<file path="config.mk">
export PLATFORM = sky130hd
export DESIGN_NAME = srsm_ctrl
export DESIGN_NICKNAME = d
export VERILOG_FILES = /design/src/hw/rtl/srsm_pkg.sv /design/src/hw/rtl/srsm_ctrl.sv
export SDC_FILE = /design/constraint.sdc
export NUM_CORES = 1
export LEC_CHECK = 0
export BUFFER_PORTS_ARGS = -buffer_cell sky130_fd_sc_hd__buf_2
export CAP_MARGIN = 20
export CORE_AREA = 2 2 39 41
export CTS_CLUSTER_DIAMETER = 40
export DETAILED_ROUTE_END_ITERATION = 7
export DIE_AREA = 0 0 41 43
export PLACE_DENSITY_LB_ADDON = 0.05
export SLEW_MARGIN = 20
export SYNTH_ARGS = -nofsm -noshare
export SYNTH_HDL_FRONTEND = slang
export SYNTH_SLANG_ARGS = --single-unit
</file>
<file path="constraint.sdc">
create_clock -name clk -period 1.15 [get_ports clk]
set_input_delay 0.23 -clock clk [delete_from_list [all_inputs] [get_ports clk]]
set_output_delay 0.23 -clock clk [all_outputs]
set_load 0.01 [all_outputs]
</file>
<file path="src/hw/rtl/srsm_pkg.sv">
// Shared types and codes for the sorted row-set merge block.
// Used by srsm_ctrl, srsm_dp, sorted_row_set_merge and tb; depends on nothing.
`default_nettype none

package srsm_pkg;

	// input item kind, carried on s_tuser
	typedef enum logic [1:0] {
		MODE_LOAD_FIRST  = 2'd0,
		MODE_LOAD_SECOND = 2'd1,
		MODE_PULL        = 2'd2,
		MODE_CLEAR       = 2'd3
	} mode_t;

	// set operation register codes; codes above complement mean no result
	typedef enum logic [2:0] {
		OP_INTERSECT  = 3'd0,
		OP_UNION      = 3'd1,
		OP_DIFFERENCE = 3'd2,
		OP_SYMM_DIFF  = 3'd3,
		OP_COMPLEMENT = 3'd4
	} set_op_t;

	// configuration register indexes
	typedef enum logic {
		REG_SET_OPERATION = 1'b0,
		REG_UNIVERSE_ROWS = 1'b1
	} reg_idx_t;

	// controller states
	typedef enum logic [1:0] {
		ST_IDLE,
		ST_FETCH,
		ST_EVAL
	} state_t;

	localparam int unsigned RESULT_W = 32;
	localparam logic [RESULT_W-1:0] ROW_MAX = 32'hffff_ffff;

	// commands from controller to datapath
	typedef struct packed {
		logic load_first;
		logic load_second;
		logic clear;
		logic step;      // commit pointer and candidate updates of this evaluation
		logic out_load;  // capture the result into the output register
	} dp_cmd_t;

	// status from datapath to controller
	typedef struct packed {
		logic hit;       // evaluation gives a result or finds the set exhausted
		logic ptr_ok;    // both read pointers within their counts
	} dp_sts_t;

endpackage

`default_nettype wire

</file>
<file path="src/hw/rtl/srsm_ctrl.sv">
// Controller state machine of the sorted row-set merge block.
// Depends on srsm_pkg; drives the datapath srsm_dp through dp_cmd_t.
`default_nettype none

module srsm_ctrl
	import srsm_pkg::*;
(
	input  wire logic    clk,
	input  wire logic    arst_n,
	input  wire logic    in_valid,
	output logic         in_ready,
	input  wire logic [1:0] in_mode,
	output logic         out_valid,
	input  wire logic    out_ready,
	input  wire dp_sts_t sts,
	output dp_cmd_t      cmd
);

	state_t state_q, state_d;
	logic   out_valid_q;
	logic   slot_free;

	assign slot_free = !out_valid_q || out_ready;
	assign out_valid = out_valid_q;

	// state register
	always_ff @(posedge clk or negedge arst_n) begin
		if (!arst_n) begin
			state_q <= ST_IDLE;
		end else begin
			state_q <= state_d;
		end
	end

	// output beat valid
	always_ff @(posedge clk or negedge arst_n) begin
		if (!arst_n) begin
			out_valid_q <= 1'b0;
		end else if (cmd.out_load) begin
			out_valid_q <= 1'b1;
		end else if (out_ready) begin
			out_valid_q <= 1'b0;
		end
	end

	// next state and commands
	always_comb begin
		state_d  = state_q;
		cmd      = '0;
		in_ready = 1'b0;
		unique case (state_q)
			ST_IDLE: begin
				in_ready = 1'b1;
				if (in_valid) begin
					unique case (mode_t'(in_mode))
						MODE_LOAD_FIRST:  cmd.load_first  = 1'b1;
						MODE_LOAD_SECOND: cmd.load_second = 1'b1;
						MODE_CLEAR:       cmd.clear       = 1'b1;
						MODE_PULL:        state_d         = ST_FETCH;
						default:          state_d         = ST_IDLE;
					endcase
				end
			end
			ST_FETCH: begin
				state_d = ST_EVAL;
			end
			ST_EVAL: begin
				if (!sts.hit) begin
					cmd.step = 1'b1;
				end else if (slot_free) begin
					cmd.step     = 1'b1;
					cmd.out_load = 1'b1;
					state_d      = ST_IDLE;
				end
			end
			default: state_d = ST_IDLE;
		endcase
	end

endmodule

`default_nettype wire

</file>
Word level (Yosys, flattened, before mapping) --
Cells that the tools add are included.
Word-level totals: input bits 8, bits in latches 0, memory bits (writable) 0, bits in registers 3, word-level logic and storage cells 34, memory bits (read-only) 0, output and inout port bits 7, memories 0
Cells by class: reduce and logical (&&, ||, !) cells 6, equality and inequality tests 9, mux-type cells 17, shift-type cells 0, div/mod/pow operators 0, add/sub/neg operators 0, bitwise logic cells 0, order comparisons 0, multiply operators 0
Operators by type and width (count):
- $mux 2 | 6
- $mux 1 | 8
- $eq 2x2->1 const B | 3
- $mux 3 | 2
- $ne 2x2->1 const B | 3
- $pmux 2 s3 | 1
- $eq 2x1->1 const B | 2
- $logic_not 2->1 | 2
- $reduce_and 4->1 | 1
- $ne 2x1->1 const B | 1
- $reduce_bool 2->1 | 1
- $logic_not 1->1 | 1
- $logic_or 1x1->1 | 1

Longest topological paths before layout --
Gate-level depths: netlist of run 1.
word-level depth 6, depth in mapped cells 2, mapped depth without buffers 2

Worst setup path before layout of run 1 --
Ideal clock, no wire load.
path type register to output, start point register state_q[0], end point output port cmd[4] (netlist bit), arrival 0.875 ns, stages on the path, launching flop included 3, slack 0.045 ns, path through dfrtp_1 -> nor2_2 -> and4bb_1
RTL lines:
- start, declared | RTL line srsm_ctrl.sv:19 | state_t state_q, state_d;
- start signal, assigned | RTL line srsm_ctrl.sv:31 | state_q <= state_d;
- end, declared | RTL line srsm_ctrl.sv:16 | output dp_cmd_t cmd

==> impl_results.html, run 1 <==
<table>
<tr><th>Metric</th><th>Value</th></tr>
<tr><th colspan="2">Run status</th></tr>
<tr><td>Result of the run</td><td>finished with violations</td></tr>
<tr><td>Violated checks</td><td>negative setup slack</td></tr>
<tr><th colspan="2">Timing</th></tr>
<tr><td>Slew @ Worst Pin</td><td>0.175 ns</td></tr>
<tr><td>Setup TNS Final</td><td>-0.887 ns</td></tr>
<tr><td>Pins over their slew limit</td><td>0</td></tr>
<tr><td>Post-layout min period</td><td>1.33 ns</td></tr>
<tr><td>Achievable Freq</td><td>751 MHz</td></tr>
<tr><td>Setup repair after global routing missed its margin</td><td>true</td></tr>
<tr><td>Setup violation total in the final timing report</td><td>6</td></tr>
<tr><td>Worst slew margin relative to its limit</td><td>0.883</td></tr>
<tr><td>Final-report hold violation count</td><td>0</td></tr>
<tr><td>Worst-case clock skew</td><td>0.00204 ns</td></tr>
<tr><td>Portion of the clock cycle consumed by the worst path in the final layout</td><td>1.16</td></tr>
<tr><td>Setup WS post-layout</td><td>-0.182 ns</td></tr>
<tr><th colspan="2">Detailed routing</th></tr>
<tr><td>Drt via density</td><td>3.95</td></tr>
<tr><td>Initial drt markers</td><td>3</td></tr>
<tr><td>Drt drc</td><td>0</td></tr>
<tr><td>Per-cell routed wire length</td><td>9.53 um</td></tr>
<tr><td>Routed wire length</td><td>543 um</td></tr>
<tr><td>Antenna violation net count after detailed routing</td><td>0</td></tr>
<tr><td>First-pass iteration count of the detailed router</td><td>2</td></tr>
<tr><td>Via count of the routed design</td><td>225</td></tr>
<tr><th colspan="2">Synth</th></tr>
<tr><td>Number of warnings reported in the yosys synthesis log</td><td>0</td></tr>
<tr><td>Net Count, Synth</td><td>26</td></tr>
<tr><td>Number of synthesized register bits</td><td>3</td></tr>
<tr><td>Compound-cell area share of the yosys netlist</td><td>0.0625</td></tr>
<tr><td>Share of async-settable or async-resettable flops after synthesis</td><td>1.00</td></tr>
<tr><td>Synth cell count leaders</td><td>3 x sky130_fd_sc_hd__dfrtp_1, 2 x sky130_fd_sc_hd__and4b_1, 2 x sky130_fd_sc_hd__nand2b_1</td></tr>
<tr><td>Largest cells by area after synthesis</td><td>sky130_fd_sc_hd__dfrtp_1 42%, sky130_fd_sc_hd__and4b_1 11%, sky130_fd_sc_hd__and4bb_1 6.9%</td></tr>
<tr><td>Sequential-to-total area share from yosys stat</td><td>0.417</td></tr>
<tr><td>Number of enable-type register cells in the synthesized netlist</td><td>0</td></tr>
<tr><td>Most frequently used cell type in the post-synthesis netlist</td><td>sky130_fd_sc_hd__dfrtp_1</td></tr>
<tr><td>Flip-flop cell with the highest count after synthesis</td><td>sky130_fd_sc_hd__dfrtp_1</td></tr>
<tr><td>Netlist area before placement</td><td>180 um2</td></tr>
<tr><td>Dominant combinational cell family by area after synthesis</td><td>simple AND/OR/NAND/NOR gates</td></tr>
<tr><td>Post-synth top area cell</td><td>sky130_fd_sc_hd__dfrtp_1</td></tr>
<tr><td>Simple-gate area share of the yosys netlist</td><td>0.451</td></tr>
<tr><td>Post-synthesis share of cell area spent on xor and xnor gates</td><td>0.0486</td></tr>
<tr><td>Number of standard cells after synthesis</td><td>18</td></tr>
<tr><td>Synth Area per Inst</td><td>10.0 um2</td></tr>
<tr><td>Count of distinct cell types in the synthesized netlist</td><td>14</td></tr>
<tr><td>Multiplexer share of the synthesized area</td><td>0</td></tr>
<tr><td>Adder-cell share of the synthesized area</td><td>0</td></tr>
<tr><td>Top-area cell type share of the netlist area</td><td>0.417</td></tr>
<tr><th colspan="2">Global route</th></tr>
<tr><td>Overall global routing resource usage</td><td>0.0683</td></tr>
<tr><td>Wire length of the first global-routing pass</td><td>745 um</td></tr>
<tr><td>Maximum number of pins on one net before global-route repair</td><td>6</td></tr>
<tr><td>Antenna violations before repair</td><td>0</td></tr>
<tr><td>Congestion Overflow GR</td><td>0</td></tr>
<tr><td>Via count of the first global-routing pass</td><td>195</td></tr>
<tr><th colspan="2">Floorplanning</th></tr>
<tr><td>Overall die area</td><td>1760 um2</td></tr>
<tr><td>Row Count</td><td>14</td></tr>
<tr><td>Initial cell density of the core</td><td>0.130</td></tr>
<tr><td>Number of top-level design ports</td><td>15</td></tr>
<tr><td>Die W</td><td>41 um</td></tr>
<tr><td>Vertical die dimension</td><td>43 um</td></tr>
<tr><td>Placeable core area</td><td>1380 um2</td></tr>
<tr><th colspan="2">Placed design</th></tr>
<tr><td>Count of port buffers added during placement</td><td>13</td></tr>
<tr><td>RePlAce Congestion</td><td>0.590</td></tr>
<tr><td>Placed instance area</td><td>280 um2</td></tr>
<tr><th colspan="2">Worst setup path</th></tr>
<tr><td>Startpoint class of the critical path</td><td>register</td></tr>
<tr><td>Worst-path maximum fanout</td><td>3</td></tr>
<tr><td>Critical path required time</td><td>0.92 ns</td></tr>
<tr><td>Setup crit end kind</td><td>output pin</td></tr>
<tr><td>Worst EP arrival</td><td>1.10 ns</td></tr>
<tr><td>Crit path kind</td><td>reg2out</td></tr>
<tr><th colspan="2">Pwr</th></tr>
<tr><td>NetSw</td><td>0.000115 W</td></tr>
<tr><td>Cell internal pwr</td><td>0.000319 W</td></tr>
<tr><td>Power per cell area</td><td>1160 nW/um2</td></tr>
<tr><td>Maximum vdd ir drop</td><td>0.439 mV</td></tr>
<tr><td>Portion of total power attributed to combinational logic</td><td>0.292</td></tr>
<tr><td>Sequential Power Share</td><td>0.290</td></tr>
<tr><td>Static leakage</td><td>0.196 nW</td></tr>
<tr><td>Total design power</td><td>0.000434 W</td></tr>
<tr><td>Switching Fraction</td><td>0.265</td></tr>
<tr><td>Part of the total power dissipated in the clock network</td><td>0.418</td></tr>
<tr><th colspan="2">Min path</th></tr>
<tr><td>Class of the tightest hold or removal check</td><td>in2reg</td></tr>
<tr><th colspan="2">Cells and area</th></tr>
<tr><td>Layout net count</td><td>50</td></tr>
<tr><td>Diode count</td><td>0</td></tr>
<tr><td>Layout Area Growth over Synthesis</td><td>108%</td></tr>
<tr><td>Cell area after layout</td><td>374 um2</td></tr>
<tr><td>Layout cells sized above 1</td><td>0.634</td></tr>
<tr><th colspan="2">Clocking</th></tr>
<tr><td>Clock sink count</td><td>3</td></tr>
<tr><td>Clock-pin slew on the worst setup and hold paths</td><td>0.04 ns</td></tr>
<tr><td>Clk_lat worst skew</td><td>0.23 ns</td></tr>
<tr><td>Root Buffer</td><td>sky130_fd_sc_hd__clkbuf_4</td></tr>
<tr><td>Number of buffers created by CTS</td><td>3</td></tr>
<tr><td>TritonCTS clock tree</td><td>done</td></tr>
<tr><td>Largest buffer count on any clock path</td><td>2</td></tr>
<tr><td>Level count of the clock H-tree</td><td>1</td></tr>
<tr><th colspan="2">Job</th></tr>
<tr><td>Max-cap check violation count</td><td>0</td></tr>
</table>
area by class of cell:
cell class,count,area [um2]
repair buffers,19,123
fillers,164,1010
flip-flops and latches,3,76.3
multi-input cells,14,125
inverters,1,3.75
clock buffers,4,26.3
well taps,16,20.0
per-stage QoR:
stage               cells  worst slack [ns]  utilization  hold WS [ns]
floorplan              18            0.0445            -       -0.0656
global placement       49            0.0265        0.203        0.0261
detailed placement     49           0.00732        0.203        0.0278
CTS                    55            -0.184        0.238         0.225
global route           57            -0.268        0.270         0.258
finish                 57            -0.182        0.270         0.258
logic make-up (layout without fill, tap and decap cells):
group	Yosys count	in the layout
xor gates and xnor gates	1	1
buffers and inverters	1	24
AOI/OAI and AO/OA	2	2
and+or+nand+nor	11	11
DFF	3	3
final timing paths:
kind / start / to / slack (ns) / depth (start not counted)
max: state_q[1]$_DFFE_PN0P_ / cmd[0] / -0.18 / 4
min: sts[1] / state_q[1]$_DFFE_PN0P_ / 0.26 / 2
max reg2reg: state_q[0]$_DFFE_PN0P_ / state_q[1]$_DFFE_PN0P_ / 0.07 / 4
min reg2reg: out_valid$_DFFE_PN0P_ / out_valid$_DFFE_PN0P_ / 0.54 / 2
max in group asynchronous: arst_n / state_q[0]$_DFFE_PN0P_ / 0.70 / 2
min in group asynchronous: arst_n / out_valid$_DFFE_PN0P_ / 0.33 / 2
placed cells by master, fill, tap and decap left out, drive strengths merged:
cell type    Yosys  routed
buf              0      18
clkbuf           0       4
dfrtp            3       3
and4b            2       2
nor2             2       2
nand2b           2       2
and4             1       1
nor2b            1       1
nand3b           1       1
and4bb           1       1
a21oi            1       1
inv              1       1
xnor2            1       1
a31oi            1       1
nand2            1       1
dlygate4sd3      0       1
routing by layer:
| layer | global-route usage | share of wire | vias to the layer above | routed length, um |
|---|---|---|---|---|
| met3 | 0.0471 | 0.055 | 0 | 30 |
| met1 | 0.0742 | 0.41 | 108 | 224 |
| met4 | 0.0600 | 0 | 0 | 0 |
| met5 | 0 | 0 | - | 0 |
| met2 | 0.0844 | 0.53 | 5 | 288 |
| li1 | - | - | 112 | - |
sequential cells by signal, indices dropped and copies added, names as in the netlist:
signal / count
out_valid: 1
state_q: 2
power groups by stage:
stage	combinational (W)	sequential (W)	clock, W
floorplan	0.0000389	0.000127	0
global placement	0.0000890	0.000124	0
detailed placement	0.0000902	0.000124	0
CTS	0.0000976	0.000124	0.000195
global route	0.000140	0.000127	0.000206
finish	0.000127	0.000126	0.000182
critical path, stage by stage (launching register included):
cell                       delay (ns)
sky130_fd_sc_hd__dfrtp_1         0.39
sky130_fd_sc_hd__buf_6           0.14
sky130_fd_sc_hd__nand3b_1        0.10
sky130_fd_sc_hd__nor2_1          0.10
sky130_fd_sc_hd__buf_2           0.13
what timing repair did:
item	4_1_cts	5_1_grt
gates resized for setup	1	7
endpoints found under the hold margin	3	0
hold buffers	1	0
pin swaps	4	1
endpoints found under the setup margin	6	6
setup buffers	1	2
(Power assumes the default switching activity.)
==> run 2, diff against run 1 <==
--- a/config.mk
+++ b/config.mk
@@ -11,7 +11,6 @@
 export CTS_CLUSTER_DIAMETER = 40
 export DETAILED_ROUTE_END_ITERATION = 7
 export DIE_AREA = 0 0 41 43
-export PLACE_DENSITY_LB_ADDON = 0.05
 export SLEW_MARGIN = 20
 export SYNTH_ARGS = -nofsm -noshare
 export SYNTH_HDL_FRONTEND = slang
==> run 2 against run 1 <==
  * The flow still finishes with violations (negative setup slack)
  * Register-to-register slack better by 0.02 ns
  * Via count grew 3.1%
  * Global-route usage increased by 1.0 points
  * Sequential cell count unchanged
  * Design area down 0.33%
  * Clock power is 2% lower
  * Die area stayed put
  * Sequential share of layout area down 0.27 points
  * Fmax grew 1.1%
==> impl_results.html, run 2 (synthesized netlist as in run 1, its figures left out) <==
<table>
<tr><th>Metric</th><th>Value</th></tr>
<tr><th colspan="2">Floorplanning</th></tr>
<tr><td>Die W</td><td>41 um (unchanged)</td></tr>
<tr><td>Vertical die dimension</td><td>43 um (unchanged)</td></tr>
<tr><td>Number of top-level design ports</td><td>15 (unchanged)</td></tr>
<tr><td>Row Count</td><td>14 (unchanged)</td></tr>
<tr><td>Placeable core area</td><td>1380 um2 (unchanged)</td></tr>
<tr><td>Initial cell density of the core</td><td>0.130 (unchanged)</td></tr>
<tr><td>Overall die area</td><td>1760 um2 (unchanged)</td></tr>
<tr><th colspan="2">Job</th></tr>
<tr><td>Max-cap check violation count</td><td>0 (unchanged)</td></tr>
<tr><th colspan="2">Timing</th></tr>
<tr><td>Worst slew margin relative to its limit</td><td>0.889 (was 0.883)</td></tr>
<tr><td>Portion of the clock cycle consumed by the worst path in the final layout</td><td>1.15 (was 1.16)</td></tr>
<tr><td>Setup WS post-layout</td><td>-0.167 ns (was -0.182 ns)</td></tr>
<tr><td>Slew @ Worst Pin</td><td>0.166 ns (was 0.175 ns)</td></tr>
<tr><td>Setup repair after global routing missed its margin</td><td>true (unchanged)</td></tr>
<tr><td>Setup violation total in the final timing report</td><td>6 (unchanged)</td></tr>
<tr><td>Post-layout min period</td><td>1.32 ns (was 1.33 ns)</td></tr>
<tr><td>Achievable Freq</td><td>759 MHz (was 751 MHz)</td></tr>
<tr><td>Final-report hold violation count</td><td>0 (unchanged)</td></tr>
<tr><td>Pins over their slew limit</td><td>0 (unchanged)</td></tr>
<tr><td>Worst-case clock skew</td><td>0.000797 ns (was 0.00204 ns)</td></tr>
<tr><th colspan="2">Cells and area</th></tr>
<tr><td>Combined area of the multi-input logic cells</td><td>118 um2 (was 125 um2)</td></tr>
<tr><td>Register Area</td><td>75.1 um2 (was 76.3 um2)</td></tr>
<tr><td>Commonest non-fill, non-tap cell in the layout</td><td>sky130_fd_sc_hd__buf_2 (unchanged)</td></tr>
<tr><td>Max reg flops</td><td>2 (unchanged)</td></tr>
<tr><td>Layout Area Growth over Synthesis</td><td>107% (was 108%)</td></tr>
<tr><td>Layout cells sized above 1</td><td>0.595 (was 0.634)</td></tr>
<tr><td>Diode count</td><td>0 (unchanged)</td></tr>
<tr><td>Layout net count</td><td>51 (was 50)</td></tr>
<tr><td>Cell area after layout</td><td>373 um2 (was 374 um2)</td></tr>
<tr><td>Commonest non-fill, non-tap cells in the layout</td><td>12 x sky130_fd_sc_hd__buf_2, 5 x sky130_fd_sc_hd__buf_4, 3 x sky130_fd_sc_hd__clkbuf_4, 3 x sky130_fd_sc_hd__dfrtp_1 (was 12 x sky130_fd_sc_hd__buf_2, 4 x sky130_fd_sc_hd__buf_4, 3 x sky130_fd_sc_hd__clkbuf_4)</td></tr>
<tr><td>Register with the most flip-flops</td><td>state_q (unchanged)</td></tr>
<tr><td>Filler cell count</td><td>160 (was 164)</td></tr>
<tr><th colspan="2">Worst setup path</th></tr>
<tr><td>Critical path required time</td><td>0.92 ns (about the same)</td></tr>
<tr><td>Setup crit end kind</td><td>output pin (unchanged)</td></tr>
<tr><td>Slowest cell on crit path</td><td>sky130_fd_sc_hd__dfrtp_1 (unchanged)</td></tr>
<tr><td>Worst-path maximum fanout</td><td>4 (was 3)</td></tr>
<tr><td>Crit path max-delay family</td><td>flip-flops (unchanged)</td></tr>
<tr><td>Startpoint class of the critical path</td><td>register (unchanged)</td></tr>
<tr><td>Cell-by-cell listing of the critical path</td><td>nor2_4, and4bb_1, buf_2 (was buf_6, nand3b_1, nor2_1, buf_2)</td></tr>
<tr><td>Worst Path Buf+Inv</td><td>1 (was 2)</td></tr>
<tr><td>Worst EP arrival</td><td>1.09 ns (was 1.10 ns)</td></tr>
<tr><td>Crit path kind</td><td>reg2out (unchanged)</td></tr>
<tr><td>Largest stage delay on the critical path</td><td>0.42 ns (was 0.39 ns)</td></tr>
<tr><th colspan="2">Placed design</th></tr>
<tr><td>RePlAce Congestion</td><td>0.641 (was 0.590)</td></tr>
<tr><td>Placed instance area</td><td>280 um2 (unchanged)</td></tr>
<tr><td>Count of port buffers added during placement</td><td>13 (unchanged)</td></tr>
<tr><th colspan="2">Detailed routing</th></tr>
<tr><td>Initial drt markers</td><td>0 (was 3)</td></tr>
<tr><td>Routed wire length</td><td>580 um (was 543 um)</td></tr>
<tr><td>Antenna violation net count after detailed routing</td><td>0 (unchanged)</td></tr>
<tr><td>First-pass iteration count of the detailed router</td><td>1 (was 2)</td></tr>
<tr><td>Drt drc</td><td>0 (unchanged)</td></tr>
<tr><td>Drt via density</td><td>4.00 (was 3.95)</td></tr>
<tr><td>Per-cell routed wire length</td><td>10.0 um (was 9.53 um)</td></tr>
<tr><td>Via count of the routed design</td><td>232 (was 225)</td></tr>
<tr><th colspan="2">Clocking</th></tr>
<tr><td>Largest buffer count on any clock path</td><td>2 (unchanged)</td></tr>
<tr><td>Clock sink count</td><td>3 (unchanged)</td></tr>
<tr><td>Number of buffers created by CTS</td><td>3 (unchanged)</td></tr>
<tr><td>Level count of the clock H-tree</td><td>1 (unchanged)</td></tr>
<tr><td>Root Buffer</td><td>sky130_fd_sc_hd__clkbuf_4 (unchanged)</td></tr>
<tr><td>Clk_lat worst skew</td><td>0.23 ns (about the same)</td></tr>
<tr><td>Clock-pin slew on the worst setup and hold paths</td><td>0.03 ns (was 0.04 ns)</td></tr>
<tr><td>TritonCTS clock tree</td><td>done (unchanged)</td></tr>
<tr><th colspan="2">Global route</th></tr>
<tr><td>Maximum number of pins on one net before global-route repair</td><td>5 (was 6)</td></tr>
<tr><td>Via count of the first global-routing pass</td><td>222 (was 195)</td></tr>
<tr><td>Wire length of the first global-routing pass</td><td>862 um (was 745 um)</td></tr>
<tr><td>Antenna violations before repair</td><td>0 (unchanged)</td></tr>
<tr><td>Overall global routing resource usage</td><td>0.0785 (was 0.0683)</td></tr>
<tr><td>Congestion Overflow GR</td><td>0 (unchanged)</td></tr>
<tr><th colspan="2">Pwr</th></tr>
<tr><td>Switching Fraction</td><td>0.260 (was 0.265)</td></tr>
<tr><td>Static leakage</td><td>0.201 nW (was 0.196 nW)</td></tr>
<tr><td>Part of the total power dissipated in the clock network</td><td>0.406 (was 0.418)</td></tr>
<tr><td>Portion of total power attributed to combinational logic</td><td>0.308 (was 0.292)</td></tr>
<tr><td>Total design power</td><td>0.000438 W (was 0.000434 W)</td></tr>
<tr><td>Sequential Power Share</td><td>0.285 (was 0.290)</td></tr>
<tr><td>Cell internal pwr</td><td>0.000324 W (was 0.000319 W)</td></tr>
<tr><td>Power per cell area</td><td>1180 nW/um2 (was 1160 nW/um2)</td></tr>
<tr><td>NetSw</td><td>0.000114 W (was 0.000115 W)</td></tr>
<tr><td>Maximum vdd ir drop</td><td>0.489 mV (was 0.439 mV)</td></tr>
<tr><th colspan="2">Min path</th></tr>
<tr><td>Class of the tightest hold or removal check</td><td>in2reg (unchanged)</td></tr>
<tr><th colspan="2">Run status</th></tr>
<tr><td>Result of the run</td><td>finished with violations (unchanged)</td></tr>
<tr><td>Violated checks</td><td>negative setup slack (unchanged)</td></tr>
</table>
[run 2: changes by cell type in the layout (fill, tap and decap cells not counted), sizes merged]
cell	previous run	this run
buf	18	19
[run 2: what timing repair did]
item / 4_1_cts / 5_1_grt
resized for setup: 3 / 3
endpoints found under the hold margin: 3 / 0
pin swaps: 5 / 1
setup buffers: 2 / 3
setup endpoints to repair: 6 / 6
hold buffers: 1 / 0
[run 2: metal layers]
layer  part of all wire  global-route usage  wire [um]
met1               0.37              0.0779        217
met3              0.074              0.0471         43
met2               0.52               0.113        304
met4              0.024              0.0600         14
met5                  0                   0          0
[run 2: power groups by stage]
stage          registers [W]   logic, W  clock network [W]
4_1_cts             0.000122   0.000118           0.000189
3_5_place_dp        0.000125  0.0000945                  0
6_report            0.000125   0.000135           0.000178
3_3_place_gp        0.000123  0.0000917                  0
5_1_grt             0.000125   0.000148           0.000204
2_1_floorplan       0.000127  0.0000389                  0
[run 2: through the flow]
| stage | util | hold slack [ns] | std cells | setup TNS [ns] | worst slack, ns |
|---|---|---|---|---|---|
| 3_3_place_gp | 0.203 | 0.0266 | 49 | 0 | 0.00932 |
| 2_1_floorplan | - | -0.0656 | 18 | 0 | 0.0445 |
| 4_1_cts | 0.250 | 0.243 | 56 | -0.913 | -0.204 |
| 3_5_place_dp | 0.203 | 0.0334 | 49 | -0.000409 | -0.000409 |
| 6_report | 0.269 | 0.257 | 58 | -0.904 | -0.167 |
| 5_1_grt | 0.269 | 0.257 | 58 | -1.23 | -0.226 |
[run 2: layout make-up]
cell class / instances / area share
well taps: 16 / 0.0537
multi-input cells: 14 / 0.315
flip-flops and latches: 3 / 0.201
repair buffers: 20 / 0.349
inverters: 1 / 0.0101
clock buffers: 4 / 0.0705
[run 2: worst register-to-register path, stage by stage, from the launching register on]
cell	delay (ns)
sky130_fd_sc_hd__dfrtp_1	0.42
sky130_fd_sc_hd__buf_4	0.15
sky130_fd_sc_hd__buf_4	0.13
sky130_fd_sc_hd__xnor2_1	0.11
sky130_fd_sc_hd__a31oi_1	0.17
[run 2: worst paths after layout]
check	cells past startpoint	slack, ns	to	startpoint
worst min-delay path	2	0.26	state_q[1]$_DFFE_PN0P_	sts[1]
min in group asynchronous	2	0.33	out_valid$_DFFE_PN0P_	arst_n
max in group asynchronous	2	0.71	state_q[0]$_DFFE_PN0P_	arst_n
worst max register to register	4	0.09	state_q[1]$_DFFE_PN0P_	state_q[0]$_DFFE_PN0P_
worst min register to register	3	0.67	out_valid$_DFFE_PN0P_	out_valid$_DFFE_PN0P_
worst max-delay path	3	-0.17	cmd[4]	state_q[0]$_DFFE_PN0P_
